**src/sv/seci_pkg.sv**
```systemverilog
// ----------------------------------------------------------------------------
// seci_pkg: shared types and constants for the stage engine cutoff interlock
// Channel codes, latch bit positions, register indexes and the item and
// result records that travel between the front, queue and back sections.
// ----------------------------------------------------------------------------
package seci_pkg;

    localparam int unsigned MASS_W    = 19;
    localparam int unsigned CH_W      = 7;
    localparam int unsigned NUM_ENG   = 8;
    localparam int unsigned SW_W      = 24;
    localparam int unsigned LATCH_W   = 9;
    localparam int unsigned CFG_IDX_W = 4;
    localparam int unsigned S_TDATA_W = 64;
    localparam int unsigned M_TDATA_W = 40;

    // Register indexes of the configuration port
    localparam logic [CFG_IDX_W-1:0] REG_LOW_LEVEL  = 4'd0;
    localparam logic [CFG_IDX_W-1:0] REG_DEPLETION  = 4'd1;

    localparam logic [MASS_W-1:0] LOW_LEVEL_RESET = 19'd24000;
    localparam logic [MASS_W-1:0] DEPLETION_RESET = 19'd4212;

    // Input kind carried on tuser
    localparam logic REQ_TICK    = 1'b0;
    localparam logic REQ_COMMAND = 1'b1;

    // Switch selector channels
    localparam logic [CH_W-1:0] CH_ME_ENABLE_2 = 7'd15;
    localparam logic [CH_W-1:0] CH_ME_ENABLE_1 = 7'd16;
    localparam logic [CH_W-1:0] CH_OB_CUTOFF   = 7'd18;
    localparam logic [CH_W-1:0] CH_SEPARATION  = 7'd23;
    localparam logic [CH_W-1:0] CH_FUEL_DEPL   = 7'd79;
    localparam logic [CH_W-1:0] CH_LOX_DEPL    = 7'd97;
    localparam logic [CH_W-1:0] CH_IB_CUTOFF   = 7'd98;
    localparam logic [CH_W-1:0] CH_SE_ENABLE   = 7'd100;
    localparam logic [CH_W-1:0] CH_LEVEL_EN    = 7'd104;

    // Latch bit positions
    localparam int unsigned LB_ME2   = 0;
    localparam int unsigned LB_ME1   = 1;
    localparam int unsigned LB_OBCUT = 2;
    localparam int unsigned LB_SEP   = 3;
    localparam int unsigned LB_FUEL  = 4;
    localparam int unsigned LB_LOX   = 5;
    localparam int unsigned LB_IBCUT = 6;
    localparam int unsigned LB_SE    = 7;
    localparam int unsigned LB_PLS   = 8;

    typedef logic [LATCH_W-1:0] t_latch;

    // Classified item handed from the front to the back
    typedef struct packed {
        logic                is_cmd;
        t_latch              latch_set;
        logic [SW_W-1:0]     sw;
        logic                umb;
        logic                level_dry;
        logic                dep_trip;
    } t_item;

    // Result record, last member in the lowest bits
    typedef struct packed {
        logic                inboard_engine_out;
        logic                outboard_engine_out;
        logic                retro_fire;
        logic                separation_fire;
        logic                outboard_cutoff_flag;
        logic                low_level_dry;
        logic [SW_W-1:0]     thrust_ok_switches;
        logic [NUM_ENG-1:0]  cutoff_command_mask;
    } t_result;

    localparam int unsigned RESULT_W = $bits(t_result);

    function automatic t_latch decode_channel(input logic [CH_W-1:0] ch);
        t_latch m;
        m = '0;
        case (ch)
            CH_ME_ENABLE_2: m[LB_ME2]   = 1'b1;
            CH_ME_ENABLE_1: m[LB_ME1]   = 1'b1;
            CH_OB_CUTOFF:   m[LB_OBCUT] = 1'b1;
            CH_SEPARATION:  m[LB_SEP]   = 1'b1;
            CH_FUEL_DEPL:   m[LB_FUEL]  = 1'b1;
            CH_LOX_DEPL:    m[LB_LOX]   = 1'b1;
            CH_IB_CUTOFF:   m[LB_IBCUT] = 1'b1;
            CH_SE_ENABLE:   m[LB_SE]    = 1'b1;
            CH_LEVEL_EN:    m[LB_PLS]   = 1'b1;
            default:        m = '0;
        endcase
        return m;
    endfunction

endpackage

```
**src/sv/seci_front.sv**
```systemverilog
// ----------------------------------------------------------------------------
// seci_front: input classification
// Holds the mass thresholds, decodes commands to latch masks and turns tick
// items into switch states and sensor trip bits.
// ----------------------------------------------------------------------------
module seci_front (
    input  logic                              i_clk,
    input  logic                              i_rst_n,
    input  logic                              i_cfg_valid,
    input  logic [seci_pkg::CFG_IDX_W-1:0]    i_cfg_index,
    input  logic [seci_pkg::MASS_W-1:0]       i_cfg_data,
    output logic                              o_cfg_ready,
    input  logic                              i_valid,
    output logic                              o_ready,
    input  logic                              i_req_type,
    input  logic [seci_pkg::CH_W-1:0]         i_selector_channel,
    input  logic [seci_pkg::NUM_ENG-1:0]      i_engine_thrust_ok,
    input  logic [seci_pkg::SW_W-1:0]         i_thrust_ok_simulate,
    input  logic                              i_umbilical_connected,
    input  logic [seci_pkg::MASS_W-1:0]       i_propellant_mass_kg,
    input  logic                              i_q_ready,
    output logic                              o_push,
    output seci_pkg::t_item                   o_item
);

    logic [seci_pkg::MASS_W-1:0] r_low_thr;
    logic [seci_pkg::MASS_W-1:0] r_dep_thr;
    logic [seci_pkg::SW_W-1:0]   w_sw;

    assign o_cfg_ready = 1'b1;

    always_ff @(posedge i_clk) begin
        if (!i_rst_n) begin
            r_low_thr <= seci_pkg::LOW_LEVEL_RESET;
            r_dep_thr <= seci_pkg::DEPLETION_RESET;
        end else if (i_cfg_valid) begin
            case (i_cfg_index)
                seci_pkg::REG_LOW_LEVEL: r_low_thr <= i_cfg_data;
                seci_pkg::REG_DEPLETION: r_dep_thr <= i_cfg_data;
                default: ;
            endcase
        end
    end

    // Switch bit 3i+j: engine's own flag, or its simulate bit on the ground
    for (genvar b = 0; b < seci_pkg::SW_W; b++) begin : g_sw
        assign w_sw[b] = i_engine_thrust_ok[b / 3]
                       | (i_umbilical_connected & i_thrust_ok_simulate[b]);
    end

    assign o_ready = i_q_ready;
    assign o_push  = i_valid & i_q_ready;

    always_comb begin
        o_item           = '0;
        o_item.is_cmd    = (i_req_type == seci_pkg::REQ_COMMAND);
        if (o_item.is_cmd) begin
            o_item.latch_set = seci_pkg::decode_channel(i_selector_channel);
        end else begin
            o_item.sw        = w_sw;
            o_item.umb       = i_umbilical_connected;
            o_item.level_dry = i_propellant_mass_kg < r_low_thr;
            o_item.dep_trip  = i_propellant_mass_kg < r_dep_thr;
        end
    end

endmodule

```
**src/sv/seci_queue.sv**
```systemverilog
// ----------------------------------------------------------------------------
// seci_queue: short item queue
// Decouples the front from the back so each side can stall on its own.
// ----------------------------------------------------------------------------
module seci_queue #(
    parameter int unsigned DEPTH = 2
) (
    input  logic            i_clk,
    input  logic            i_rst_n,
    input  logic            i_push,
    input  seci_pkg::t_item i_item,
    output logic            o_ready,
    output logic            o_valid,
    output seci_pkg::t_item o_item,
    input  logic            i_pop
);

    localparam int unsigned PTR_W = (DEPTH > 1) ? $clog2(DEPTH) : 1;
    localparam int unsigned CNT_W = $clog2(DEPTH + 1);
    localparam logic [PTR_W-1:0] LAST_PTR = PTR_W'(DEPTH - 1);
    localparam logic [CNT_W-1:0] FULL_CNT = CNT_W'(DEPTH);

    seci_pkg::t_item  r_mem [DEPTH];
    logic [PTR_W-1:0] r_wr_ptr;
    logic [PTR_W-1:0] r_rd_ptr;
    logic [CNT_W-1:0] r_count;
    logic [CNT_W-1:0] n_count;

    assign o_ready = (r_count != FULL_CNT);
    assign o_valid = (r_count != '0);
    assign o_item  = r_mem[r_rd_ptr];

    always_comb begin
        n_count = r_count;
        if (i_push && !i_pop) begin
            n_count = r_count + CNT_W'(1);
        end else if (!i_push && i_pop) begin
            n_count = r_count - CNT_W'(1);
        end
    end

    always_ff @(posedge i_clk) begin
        if (i_push) begin
            r_mem[r_wr_ptr] <= i_item;
        end
    end

    always_ff @(posedge i_clk) begin
        if (!i_rst_n) begin
            r_wr_ptr <= '0;
            r_rd_ptr <= '0;
            r_count  <= '0;
        end else begin
            if (i_push) begin
                r_wr_ptr <= (r_wr_ptr == LAST_PTR) ? '0 : r_wr_ptr + PTR_W'(1);
            end
            if (i_pop) begin
                r_rd_ptr <= (r_rd_ptr == LAST_PTR) ? '0 : r_rd_ptr + PTR_W'(1);
            end
            r_count <= n_count;
        end
    end

endmodule

```
**src/sv/seci_back.sv**
```systemverilog
// ----------------------------------------------------------------------------
// seci_back: relay evaluation and result register
// Holds the latches and relays and evaluates one item per cycle unless a held
// result is not taken; the result stays in the output register until taken.
// ----------------------------------------------------------------------------
module seci_back (
    input  logic              i_clk,
    input  logic              i_rst_n,
    input  logic              i_valid,
    input  seci_pkg::t_item   i_item,
    output logic              o_pop,
    output logic              o_valid,
    output seci_pkg::t_result o_result,
    input  logic              i_ready
);

    logic                           r_out_valid;
    seci_pkg::t_result              r_out;
    seci_pkg::t_latch               r_latch;
    logic [1:0]                     r_lvl_inh;
    logic [1:0]                     r_dep_inh;
    logic                           r_sticky;
    logic [seci_pkg::NUM_ENG-1:0]   r_ecr;

    seci_pkg::t_latch               n_latch;
    logic [1:0]                     n_lvl_inh;
    logic [1:0]                     n_dep_inh;
    logic                           n_sticky;
    logic [seci_pkg::NUM_ENG-1:0]   n_ecr;
    seci_pkg::t_result              n_out;

    assign o_pop    = i_valid & (~r_out_valid | i_ready);
    assign o_valid  = r_out_valid;
    assign o_result = r_out;

    always_comb begin
        logic pls_en, fuel_en, low_lvl, me_inh, se_inh, sef_inh, ob_relay, arm, sok;
        n_latch   = r_latch;
        n_lvl_inh = r_lvl_inh;
        n_dep_inh = r_dep_inh;
        n_sticky  = r_sticky;
        n_ecr     = r_ecr;
        n_out     = '0;
        pls_en    = r_latch[seci_pkg::LB_PLS];
        fuel_en   = r_latch[seci_pkg::LB_FUEL];
        low_lvl   = 1'b0;
        me_inh    = 1'b0;
        se_inh    = 1'b0;
        sef_inh   = 1'b0;
        ob_relay  = 1'b0;
        arm       = 1'b0;
        sok       = 1'b0;
        if (i_item.is_cmd) begin
            n_latch = r_latch | i_item.latch_set;
        end else begin
            // Level sensors and their sticky inhibits
            n_lvl_inh[0] = r_lvl_inh[0] | (~pls_en & i_item.level_dry);
            n_lvl_inh[1] = r_lvl_inh[1] | (~pls_en & i_item.level_dry);
            low_lvl = pls_en & i_item.level_dry & (~n_lvl_inh[0] | ~n_lvl_inh[1]);

            me_inh  = ~r_latch[seci_pkg::LB_ME1] & ~r_latch[seci_pkg::LB_ME2];
            se_inh  = ~r_latch[seci_pkg::LB_SE] & ~i_item.umb;
            sef_inh = (r_ecr != '0) & me_inh;

            // Depletion sensors and their sticky inhibits
            n_dep_inh[0] = r_dep_inh[0] | (i_item.dep_trip & ~fuel_en);
            n_dep_inh[1] = r_dep_inh[1] | (i_item.dep_trip & ~fuel_en);

            if (r_latch[seci_pkg::LB_OBCUT]) begin
                ob_relay = 1'b1;
            end else if (fuel_en & i_item.dep_trip & (~n_dep_inh[0] | ~n_dep_inh[1])) begin
                n_sticky = 1'b1;
                ob_relay = 1'b1;
            end

            // Per-engine cutoff relays test flat switch entries 0..7
            for (int i = 0; i < seci_pkg::NUM_ENG; i++) begin
                sok = i_item.sw[i];
                if (i < seci_pkg::NUM_ENG / 2) begin
                    arm = ~sef_inh & (~me_inh | ~se_inh);
                end else begin
                    arm = ~sef_inh & ~se_inh;
                end
                if ((arm | r_ecr[i]) & ~sok) begin
                    n_ecr[i] = 1'b1;
                end else if ((i < seci_pkg::NUM_ENG / 2) & r_latch[seci_pkg::LB_LOX]
                             & ob_relay) begin
                    n_sticky = 1'b1;
                    n_ecr[i] = 1'b1;
                end else if ((i >= seci_pkg::NUM_ENG / 2) & pls_en
                             & r_latch[seci_pkg::LB_IBCUT]) begin
                    n_ecr[i] = 1'b1;
                end else begin
                    n_ecr[i] = 1'b0;
                end
            end

            n_out.cutoff_command_mask  = i_item.umb ? '0 : n_ecr;
            n_out.thrust_ok_switches   = i_item.sw;
            n_out.low_level_dry        = low_lvl;
            n_out.outboard_cutoff_flag = n_sticky;
            n_out.separation_fire      = r_latch[seci_pkg::LB_SEP];
            n_out.retro_fire           = low_lvl & r_latch[seci_pkg::LB_SEP];
            n_out.outboard_engine_out  = (i_item.sw[3:0] != 4'hF);
            n_out.inboard_engine_out   = (i_item.sw[7:4] != 4'hF);
        end
    end

    always_ff @(posedge i_clk) begin
        if (o_pop) begin
            r_out <= n_out;
        end
    end

    always_ff @(posedge i_clk) begin
        if (!i_rst_n) begin
            r_out_valid <= 1'b0;
            r_latch     <= '0;
            r_lvl_inh   <= '0;
            r_dep_inh   <= '0;
            r_sticky    <= 1'b0;
            r_ecr       <= '0;
        end else begin
            if (o_pop) begin
                r_out_valid <= 1'b1;
                r_latch     <= n_latch;
                r_lvl_inh   <= n_lvl_inh;
                r_dep_inh   <= n_dep_inh;
                r_sticky    <= n_sticky;
                r_ecr       <= n_ecr;
            end else if (i_ready) begin
                r_out_valid <= 1'b0;
            end
        end
    end

    a_sticky_holds: assert property (@(posedge i_clk) disable iff (!i_rst_n)
        r_sticky |=> r_sticky)
        else $error("outboard cutoff flag dropped");

    a_latches_only_set: assert property (@(posedge i_clk) disable iff (!i_rst_n)
        r_out_valid |=> ((r_latch & $past(r_latch)) == $past(r_latch)))
        else $error("command latch cleared");

    a_inhibit_pairs: assert property (@(posedge i_clk) disable iff (!i_rst_n)
        (r_lvl_inh[0] == r_lvl_inh[1]) && (r_dep_inh[0] == r_dep_inh[1]))
        else $error("inhibit relay pair disagrees");

    a_retro_needs_both: assert property (@(posedge i_clk) disable iff (!i_rst_n)
        (r_out_valid && r_out.retro_fire)
            |-> (r_out.low_level_dry && r_out.separation_fire))
        else $error("retro fire without low level and separation");

    a_pop_on_space: assert property (@(posedge i_clk) disable iff (!i_rst_n)
        (r_out_valid && !i_ready) |-> !o_pop)
        else $error("result overwritten while stalled");

endmodule

```
**src/sv/stage_engine_cutoff_interlock.sv**
```systemverilog
// ----------------------------------------------------------------------------
// stage_engine_cutoff_interlock: eight-engine stage cutoff relay interlock
// Command transfers set enable and cutoff latches; tick transfers evaluate
// the sensor, inhibit and per-engine cutoff relays and report the result.
// ----------------------------------------------------------------------------
// Usage:
//   s_axis carries one item per transfer. tuser is the kind (0 tick,
//   1 switch selector command); tdata packs the channel and tick fields.
//   m_axis returns exactly one result per accepted item, in order. A command
//   returns an all-zero result; a tick returns the cutoff mask and flags.
//   The cfg channel writes the two mass thresholds (index 0 low level,
//   index 1 depletion); other indexes are ignored. Write it only while idle.
// Path: an item accepted on s_axis passes front classification, a queue
//   write, then back evaluation into the output register before it can
//   appear on m_axis.
// Throughput: one item per cycle unless m_axis_tready stalls the output,
//   set by the back relay evaluation, closing the relay state loop each cycle.
// Reset: synchronous, active low; clears latches, relays, queue and output
//   valid and reloads the default thresholds (24000 kg and 4212 kg).
// Stall: when m_axis_tready is low the result holds in the output register,
//   the queue fills, and s_axis_tready drops once it is full.
// ----------------------------------------------------------------------------
module stage_engine_cutoff_interlock #(
    parameter int unsigned QUEUE_DEPTH = 2
) (
    input  logic                                i_clk,
    input  logic                                i_rst_n,
    // Configuration write channel
    input  logic                                i_cfg_valid,
    output logic                                o_cfg_ready,
    input  logic [seci_pkg::CFG_IDX_W-1:0]      i_cfg_index,
    input  logic [seci_pkg::MASS_W-1:0]         i_cfg_data,
    // Input stream
    input  logic                                s_axis_tvalid,
    output logic                                s_axis_tready,
    // tdata: selector_channel[6:0], engine_thrust_ok[14:7],
    //        thrust_ok_simulate[38:15], umbilical_connected[39],
    //        propellant_mass_kg[58:40], zero fill [63:59]
    input  logic [seci_pkg::S_TDATA_W-1:0]      s_axis_tdata,
    // tuser: req_type[0]
    input  logic                                s_axis_tuser,
    // Result stream
    output logic                                m_axis_tvalid,
    input  logic                                m_axis_tready,
    // tdata: cutoff_command_mask[7:0], thrust_ok_switches[31:8],
    //        low_level_dry[32], outboard_cutoff_flag[33], separation_fire[34],
    //        retro_fire[35], outboard_engine_out[36], inboard_engine_out[37],
    //        zero fill [39:38]
    output logic [seci_pkg::M_TDATA_W-1:0]      m_axis_tdata
);

    seci_pkg::t_item   w_front_item;
    seci_pkg::t_item   w_q_item;
    seci_pkg::t_result w_result;
    logic              w_push;
    logic              w_q_ready;
    logic              w_q_valid;
    logic              w_pop;

    // Classify each transfer and compare mass against the thresholds
    seci_front u_front (
        .i_clk                 (i_clk),
        .i_rst_n               (i_rst_n),
        .i_cfg_valid           (i_cfg_valid),
        .i_cfg_index           (i_cfg_index),
        .i_cfg_data            (i_cfg_data),
        .o_cfg_ready           (o_cfg_ready),
        .i_valid               (s_axis_tvalid),
        .o_ready               (s_axis_tready),
        .i_req_type            (s_axis_tuser),
        .i_selector_channel    (s_axis_tdata[6:0]),
        .i_engine_thrust_ok    (s_axis_tdata[14:7]),
        .i_thrust_ok_simulate  (s_axis_tdata[38:15]),
        .i_umbilical_connected (s_axis_tdata[39]),
        .i_propellant_mass_kg  (s_axis_tdata[58:40]),
        .i_q_ready             (w_q_ready),
        .o_push                (w_push),
        .o_item                (w_front_item)
    );

    // Hold classified items until the back can take them
    seci_queue #(
        .DEPTH (QUEUE_DEPTH)
    ) u_queue (
        .i_clk   (i_clk),
        .i_rst_n (i_rst_n),
        .i_push  (w_push),
        .i_item  (w_front_item),
        .o_ready (w_q_ready),
        .o_valid (w_q_valid),
        .o_item  (w_q_item),
        .i_pop   (w_pop)
    );

    // Advance the relay state and register one result per item
    seci_back u_back (
        .i_clk    (i_clk),
        .i_rst_n  (i_rst_n),
        .i_valid  (w_q_valid),
        .i_item   (w_q_item),
        .o_pop    (w_pop),
        .o_valid  (m_axis_tvalid),
        .o_result (w_result),
        .i_ready  (m_axis_tready)
    );

    assign m_axis_tdata = {(seci_pkg::M_TDATA_W - seci_pkg::RESULT_W)'(0), w_result};

endmodule
```
**config.mk**
```make
export PLATFORM = sky130hd
export DESIGN_NAME = stage_engine_cutoff_interlock
export DESIGN_NICKNAME = d
export VERILOG_FILES = /design/src/sv/seci_pkg.sv /design/src/sv/seci_front.sv /design/src/sv/seci_queue.sv /design/src/sv/seci_back.sv /design/src/sv/stage_engine_cutoff_interlock.sv
export SDC_FILE = /design/constraint.sdc
export NUM_CORES = 1
export LEC_CHECK = 0
export BUFFER_PORTS_ARGS = -buffer_cell sky130_fd_sc_hd__buf_4
export CORE_UTILIZATION = 57
export CTS_BUF_LIST = sky130_fd_sc_hd__clkbuf_8
export DETAILED_ROUTE_END_ITERATION = 10
export HOLD_SLACK_MARGIN = 0.15
export PLACE_DENSITY = 0.81
export SETUP_SLACK_MARGIN = 0.3
export SYNTH_ARGS = -nofsm -noshare
export SYNTH_HDL_FRONTEND = slang
export SYNTH_SLANG_ARGS = --single-unit
```
**constraint.sdc**
```tcl
create_clock -name i_clk -period 7.19 [get_ports i_clk]
set_input_delay 1.438 -clock i_clk [delete_from_list [all_inputs] [get_ports i_clk]]
set_output_delay 1.438 -clock i_clk [all_outputs]
set_load 0.05 [all_outputs]
```
**Word-level counts from Yosys, hierarchy flattened**

Memory sizes are Yosys's and may differ from the RTL's. A register that Yosys moved wholly into a read port is not among the register bits.
Cells that the tools add are included.

- Memories: 1
- Word-level logic and storage cells: 212
- Memory bits (writable): 74
- Register bits after elaboration: 103

- Equality and inequality tests: 13
- Reduce and logical (&&, ||, !) cells: 14
- Bitwise gates (word level): 112
- $add $sub $neg: 4
- Multiplexer cells: 47
- Magnitude comparators: 2

Memory list:

| name | words | width | read ports | clocked after Yosys merged registers in | wr ports | line | RTL |
|---|---|---|---|---|---|---|---|
| u_queue.r_mem | 2 | 37 | 1 | 1 | 1 | seci_queue.sv:23 | `seci_pkg::t_item r_mem [DEPTH];` |

Operators with widths:

| cell | count |
|---|---|
| $and A1 B1 Y1 | 48 |
| $mux W1 | 43 |
| $or A1 B1 Y1 | 40 |
| $lt A19 B19 Y1 | 2 |
| $eq A7 B7 Y1 const B | 5 |
| $mux W27 | 1 |
| $not A1 Y1 | 23 |
| $eq A7 B5 Y1 const B | 3 |
| $mux W9 | 1 |
| $or A9 B9 Y9 | 1 |
| $ne A4 B4 Y1 const B | 2 |
| $reduce_and A2 Y1 | 4 |
| $reduce_bool A8 Y1 | 1 |
| $eq A7 B4 Y1 const B | 1 |
| $reduce_bool A2 Y1 | 3 |
| $eq A4 B1 Y1 const B | 1 |
| $logic_not A4 Y1 | 1 |
| $mux W2 | 2 |
| $add A1 B1 Y1 const B | 2 |
| $add A2 B1 Y2 const B | 1 |
| $logic_and A1 B1 Y1 | 2 |
| $logic_not A1 Y1 | 2 |
| $ne A2 B2 Y1 const B | 1 |
| $reduce_or A2 Y1 | 1 |
| $sub A2 B1 Y2 const B | 1 |

**Depth between registers and ports, before layout**

Gate-level depths: netlist of the first run.

- Word-level depth: 19
- Gate-level depth with buffers: 7
- Gate-level depth less buffers: 7

**By module**

A second synthesis of the first run with hierarchy kept.

- Cell total of the unflattened synthesis: 692
- Area total of the unflattened synthesis: 8027.7 µm²

By module, submodules not included:

| module | seq. area each (µm²) | area each (µm²) | cells an instance | times used |
|---|---|---|---|---|
| seci_queue | 2322.2 | 2896.5 | 137 | 1 |
| seci_front | 760.7 | 2687.6 | 361 | 1 |
| seci_back | 1601.5 | 2424.8 | 191 | 1 |
| stage_engine_cutoff_interlock | 0.0 | 18.8 | 3 | 1 |

**Worst setup path before layout of the first run**

OpenSTA, ideal clock, no wires.

- Kind: input -> register
- Start: input s_axis_tvalid
- End: memory u_queue.r_mem[0][0] in the netlist's numbering, enable pin
- Path buffers: 0
- Path slack: 3.648 ns
- Cell stages on the path: 2
- Arrival time: 3.110 ns
- Data required time: 6.759 ns
- Cell sequence: nand2_1 > nor2_1

- Longest elaborated chain between the ends: 3

Ends and longest elaborated chain:

| what | line | RTL |
|---|---|---|
| from (decl) | stage_engine_cutoff_interlock.sv:34 | `input logic s_axis_tvalid,` |
| $and A1 B1 Y1 | seci_front.sv:52 | `assign o_push = i_valid & i_q_ready;` |
| $mux W1 | seci_queue.sv:43 | `if (i_push) begin` |
| $mux W1 (implied by the code) | seci_queue.sv:44 | `r_mem[r_wr_ptr] <= i_item;` |
| to (decl) | seci_queue.sv:23 |  |

Every way passes these cells.

**Worst setup path in the final report of the first run**

- Start: input i_cfg_index[2] in the netlist's numbering
- End: register u_front.r_dep_thr[14] in the netlist's numbering

- Longest elaborated chain between the ends: 2

Ends and longest elaborated chain:

| what | line | RTL |
|---|---|---|
| from (decl) | stage_engine_cutoff_interlock.sv:31 | `input logic [seci_pkg::CFG_IDX_W-1:0] i_cfg_index,` |
| $eq A4 B1 Y1 | seci_front.sv:37 | `case (i_cfg_index)` |
| $reduce_and A2 Y1 (no source line) | n/a |  |
| to (signal assigned) | seci_front.sv:35 | `r_dep_thr <= seci_pkg::DEPLETION_RESET;` |
| to (signal assigned) | seci_front.sv:39 | `seci_pkg::REG_DEPLETION: r_dep_thr <= i_cfg_data;` |
| to (decl) | seci_front.sv:27 | `logic [seci_pkg::MASS_W-1:0] r_dep_thr;` |

Every way passes these cells.
A chain may end at the register's enable or synchronous reset.

==> metrics, run 1 <==
status=completed; CP required=7510 ps; Remaining DRCs=0; Cells after Synth=686; Compound-Gate Fraction of Synth Area=9.75%; largest net degree at the start of global routing=49; Top delay family on crit path=simple AND/OR/NAND/NOR gates; clock sink count=178; cts repair resizes=0; critical path class=in2reg; Hold Path Origin=u_front.r_low_thr[2]; placer congestion estimate=0.888; Max Slew Vio Count=0; register bit total from synthesis=178; vias per cell=5.54; multiplexer share of the synthesized area=7.55%; Pwr Density=358 nW/µm²; worst vdd ir=162 µV; vias in the first global route=5463; ys async rst share=0%; Ports=136; WP buf/inv=1; Rows=42; number of buffers added on ports=127; DRT Pass-1 Iters=5; fmax=358 MHz; Mapped Area=7800 µm²; Clock Path Buffers=2; Min-Delay Path Class=reg2reg; Logic pwr share=37.4%; CTS Hold Buffers Added=0; CP arrival=3110 ps; Routed WL=15600 µm; Unique masters post-synth=52; global-route wire length before repair=25200 µm; Setup crit start kind=input port; Clk pwr share=18.5%; register area=4690 µm²; area of the multi-input gates=2840 µm²; crit path max-delay cell type=nand2_1; commonest non-fill, non-tap cells in the layout=130 x buf_4, 112 x edfxtp_1, 100 x nor2_1; Synth Area in Simple Gates=12.3%; Root Buffer=clkbuf_8; core area=13300 µm²; H-tree depth=4; final setup TNS=0 ps; Die H=119 µm; Layout Nets=935; maxcap violations=0; CTS Buf Count=17; grt ovf=0; combinational family with the most area after synthesis=simple AND/OR/NAND/NOR gates; hold_ws=464 ps; Worst-Margin Slew=1140 ps; routed vias=5507; RSZ-0062 raised after global routing=false; Worst Setup SP=i_cfg_index[2]; internal power=2.02 mW; Post-Layout Cell Count=994; setup bufs post-CTS=0; final period demand of the worst path=2790 ps; EDFF count, synth=112; XOR/XNOR Fraction of Synth Area=0.449%; CP Cell Sequence=buf_4 -> nand2b_1 -> nor3_1 -> nand2_1 -> mux2i_1 -> nor2_1; Final setup viols=0; P&R area growth vs syn=18.4%; worst-path maximum fanout=19; Clk pin slew, worst setup/hold paths=90 ps; n_diodes=0; Worst Setup End Kind=register; commonest non-fill, non-tap cell in the layout=buf_4; Die ar.=14200 µm²; routed len/inst=15.7 µm; syn avg cell area=11.4 µm²; antenna violations before repair=0; DPL Wire Length=10900 µm; leakage power=3.74 nW; Sw Ratio=38.9%; DR iter-0 viols=419; Tot GR Track Use=23.0%; Initial Util=58.7%; Final ANT Viol Nets=0; Final Util=69.5%; slowest cell delay on critical path=710 ps; relative slew slack=23.7%; clk_skew=9.14 ps; sw power=1.29 mW; CTS tree=built; number of fill cells in the layout=950; Final Hold Viols=0; Post-Place Cells=962; final worst path period share=38.8%; Reg power frac=44.1%; Die X=119 µm; ys flop type=edfxtp_1; insertion delay to the later sink of the worst-skew pair=460 ps; layout cells sized above 1=23.6%; post-synthesis adder-cell area fraction=5.93%; Yosys warnings=0; register area share after synthesis=60.0%
-- through the flow --
step	setup WS (ps)	total power, mW	cell area (µm²)
after floorplan	3650	2.36	7810
after CTS	4410	3.33	9240
after global placement	4010	2.68	8880
after detailed placement	3900	2.72	8880
final	4400	3.31	9240
after global routing	4300	3.46	9240
-- cells by family after synthesis --
group                      after synthesis
muxes                                   57
AOI/OAI and AO/OA                      124
other                                    2
and+or+nand+nor                        210
buffers and inverters                   74
adders and majority gates               37
DFF                                    178
xor gates and xnor gates                 4
-- worst paths after layout --
kind | endpoint | slack [ps] | depth (start not counted)
hold / removal | u_front.r_low_thr[2] | 460 | 2
setup reg to reg | u_back.o_result[2] | 4860 | 6
hold reg to reg | u_front.r_low_thr[2] | 460 | 2
setup / recovery | u_front.r_dep_thr[14] | 4400 | 6
-- cell type report --
class | count | share of cell area (%)
Clock buffer | 18 | 2.68
Clock inverter | 14 | 1.18
Inverter | 43 | 1.75
Multi-Input combinational cell | 435 | 30.7
Sequential cell | 178 | 50.7
Tap cell | 176 | 2.38
Timing Repair Buffer | 130 | 10.6
-- layer usage --
metal	track usage, %	share of wire, %	vias up
li1	-	-	2681
met1	26.7	41	2644
met4	10.0	2.3	0
met2	40.3	51	150
met3	5.41	5.1	32
met5	1.10	0	-
-- synth_stat cells (5+ instances only) --
| cell type | instances | area [µm²] |
|---|---|---|
| clkbuf_1 | 15 | 56.3 |
| a31oi_1 | 14 | 87.6 |
| a21oi_1 | 61 | 305 |
| edfxtp_1 | 112 | 3360 |
| o21ai_0 | 17 | 85.1 |
| dfxtp_1 | 66 | 1320 |
| mux2i_1 | 42 | 420 |
| ha_1 | 37 | 463 |
| nor3_1 | 8 | 40.0 |
| buf_2 | 8 | 40.0 |
| mux2_2 | 15 | 169 |
| nand3_1 | 8 | 40.0 |
| nor2_1 | 101 | 379 |
| buf_1 | 5 | 18.8 |
| inv_1 | 42 | 158 |
| nor2b_1 | 6 | 37.5 |
| o211ai_1 | 8 | 60.1 |
| nand2_1 | 54 | 203 |
-- flip-flops by register name (all words and copies together), names as in the netlist, 2 cells and up, named ones only --
register,flops
u_front.r_dep_thr,19
u_back.r_ecr,8
u_front.r_low_thr,19
u_back.r_latch,9
u_back.o_result,38
u_queue.r_count,2
u_back.r_lvl_inh,2
u_queue.r_mem,74
u_back.r_dep_inh,2
-- power by group through the flow --
stage	registers (mW)	logic (mW)	clock network [mW]
global placement	1.47	1.21	0
global route	1.48	1.32	0.668
floorplan	1.85	0.513	0
finish	1.46	1.24	0.611
CTS	1.46	1.24	0.626
detailed placement	1.48	1.24	0
-- tightest hold or removal path, cell delays in order, from the launching register on --
cell and delay, ps:
dfxtp_1 320, nand2_1 50, a21oi_1 50
No activity file was read; power rests on OpenSTA's default activity.
==> inputs of run 2 (changes only) <==
==> constraint.sdc (replaced) <==
create_clock -name i_clk -period 2.7 [get_ports i_clk]
set_input_delay 0.54 -clock i_clk [delete_from_list [all_inputs] [get_ports i_clk]]
set_output_delay 0.54 -clock i_clk [all_outputs]
set_load 0.05 [all_outputs]
==> metrics, run 2 (same netlist as run 1, synthesis figures left out) <==
Root Buffer=clkbuf_8; max FFs per register=74; leakage power=3.80 nW; Pwr Density=966 nW/µm²; clock sink count=178; Final ANT Viol Nets=0; core area=13300 µm²; vias in the first global route=5568; Initial Util=58.7%; CTS tree=built; slowest cell delay on critical path=670 ps; H-tree depth=4; Final setup viols=0; Tot GR Track Use=23.8%; DR iter-0 viols=424; Remaining DRCs=0; crit path max-delay cell type=dfxtp_2; Rows=42; CP Cell Sequence=mux2i_1 -> a31oi_1 -> o31ai_1 -> nor2b_1 -> nor2_1; clk_skew=10.6 ps; final period demand of the worst path=2180 ps; P&R area growth vs syn=19.7%; DPL Wire Length=11000 µm; layout cells sized above 1=24.5%; Worst-Margin Slew=599 ps; Post-Layout Cell Count=1001; largest net degree at the start of global routing=38; r2r endpoint=u_back.o_result[1]; status=completed; R2R setup slack=520 ps; Worst Setup End Kind=register; Hold Path Origin=i_cfg_data[4]; DP Area=8950 µm²; Worst Hold End=u_front.r_dep_thr[4]; commonest non-fill, non-tap cell in the layout=buf_4; Top delay family on crit path=flip-flops; cts repair resizes=0; CTS Buf Count=17; placer congestion estimate=0.855; CP required=2920 ps; RSZ-0062 raised after global routing=false; n_diodes=0; Min-Delay Path Class=in2reg; worst vdd ir=404 µV; Clk pin slew, worst setup/hold paths=90 ps; final worst path period share=80.6%; insertion delay to the later sink of the worst-skew pair=470 ps; commonest non-fill, non-tap cells in the layout=136 x buf_4, 112 x edfxtp_1, 100 x nor2_1; Post-Place Cells=969; Reg with most FFs=u_queue.r_mem; global-route wire length before repair=26400 µm; Ports=136; maxcap violations=0; Worst Hold Depth=3; CP arrival=2390 ps; cell area after layout=9340 µm²; routed len/inst=15.8 µm; Max Slew Vio Count=0; setup bufs post-CTS=0; Final Hold Viols=0; Clock Path Buffers=2; Final Total Pwr=9.02 mW; Die X=119 µm; Setup crit start kind=register; Die H=119 µm; Die ar.=14200 µm²; CTS Hold Buffers Added=0; vias per cell=5.51; DRT Pass-1 Iters=5; routed vias=5519; relative slew slack=58.9%; Routed WL=15900 µm; grt ovf=0; WP buf/inv=0; fmax=459 MHz; critical path class=reg2reg; Layout Nets=942; antenna violations before repair=0; worst-path maximum fanout=18; R2R cell count=5; number of buffers added on ports=127; final setup TNS=0 ps
==> run 2: metrics by stage <==
stage                     utilization, %  hold slack, ps  worst slack [ps]
after floorplan                        -             436               396
after global placement              67.3             445               658
after detailed placement            67.3             450               555
after CTS                           70.3             274               550
after global routing                70.3             288               310
final                               70.3             294               523
==> run 2: worst register-to-register path, cell delays in order (launching register included) <==
cell and delay [ps]:
dfxtp_2 670, mux2i_1 610, a31oi_1 180, o31ai_1 140, nor2b_1 270, nor2_1 60
==> run 2: final cells by class <==
class	instances	area (µm²)
Sequential cell	178	4690
Fill cell	967	3950
Multi-Input combinational cell	435	2840
Timing Repair Buffer	137	1040
Clock buffer	18	248
Tap cell	176	220
Inverter	43	161
Clock inverter	14	145
==> run 2: worst max-delay path by stage <==
stage	to	depth (start not counted)	startpoint	slack (ps)
2_1_floorplan	u_queue.r_mem[1][0]	2	u_queue.r_count[0]	400
3_3_place_gp	u_queue.r_mem[1][31]	4	s_axis_tuser	660
3_5_place_dp	u_back.o_result[1]	5	register	550
4_1_cts	u_back.o_result[1]	5	register	550
5_1_grt	u_back.o_result[1]	5	register	310
6_report	u_back.o_result[1]	5	register	520
==> run 2: routing by layer <==
layer	up-vias	GRT usage [%]	wire length [µm]
li1	2693	-	-
met1	2637	29.4	6660
met2	158	40.7	8170
met3	31	4.74	719
met4	0	10.3	299
met5	-	0	0
==> run 2: power breakdown <==
| part | switching [mW] | total [mW] | internal (mW) | leakage, nW |
|---|---|---|---|---|
| clock network | 1.00 | 1.79 | 0.784 | 0.199 |
| logic | 2.20 | 3.31 | 1.11 | 1.98 |
| registers | 0.283 | 3.92 | 3.64 | 1.62 |
| total | 3.49 | 9.02 | 5.53 | 3.80 |
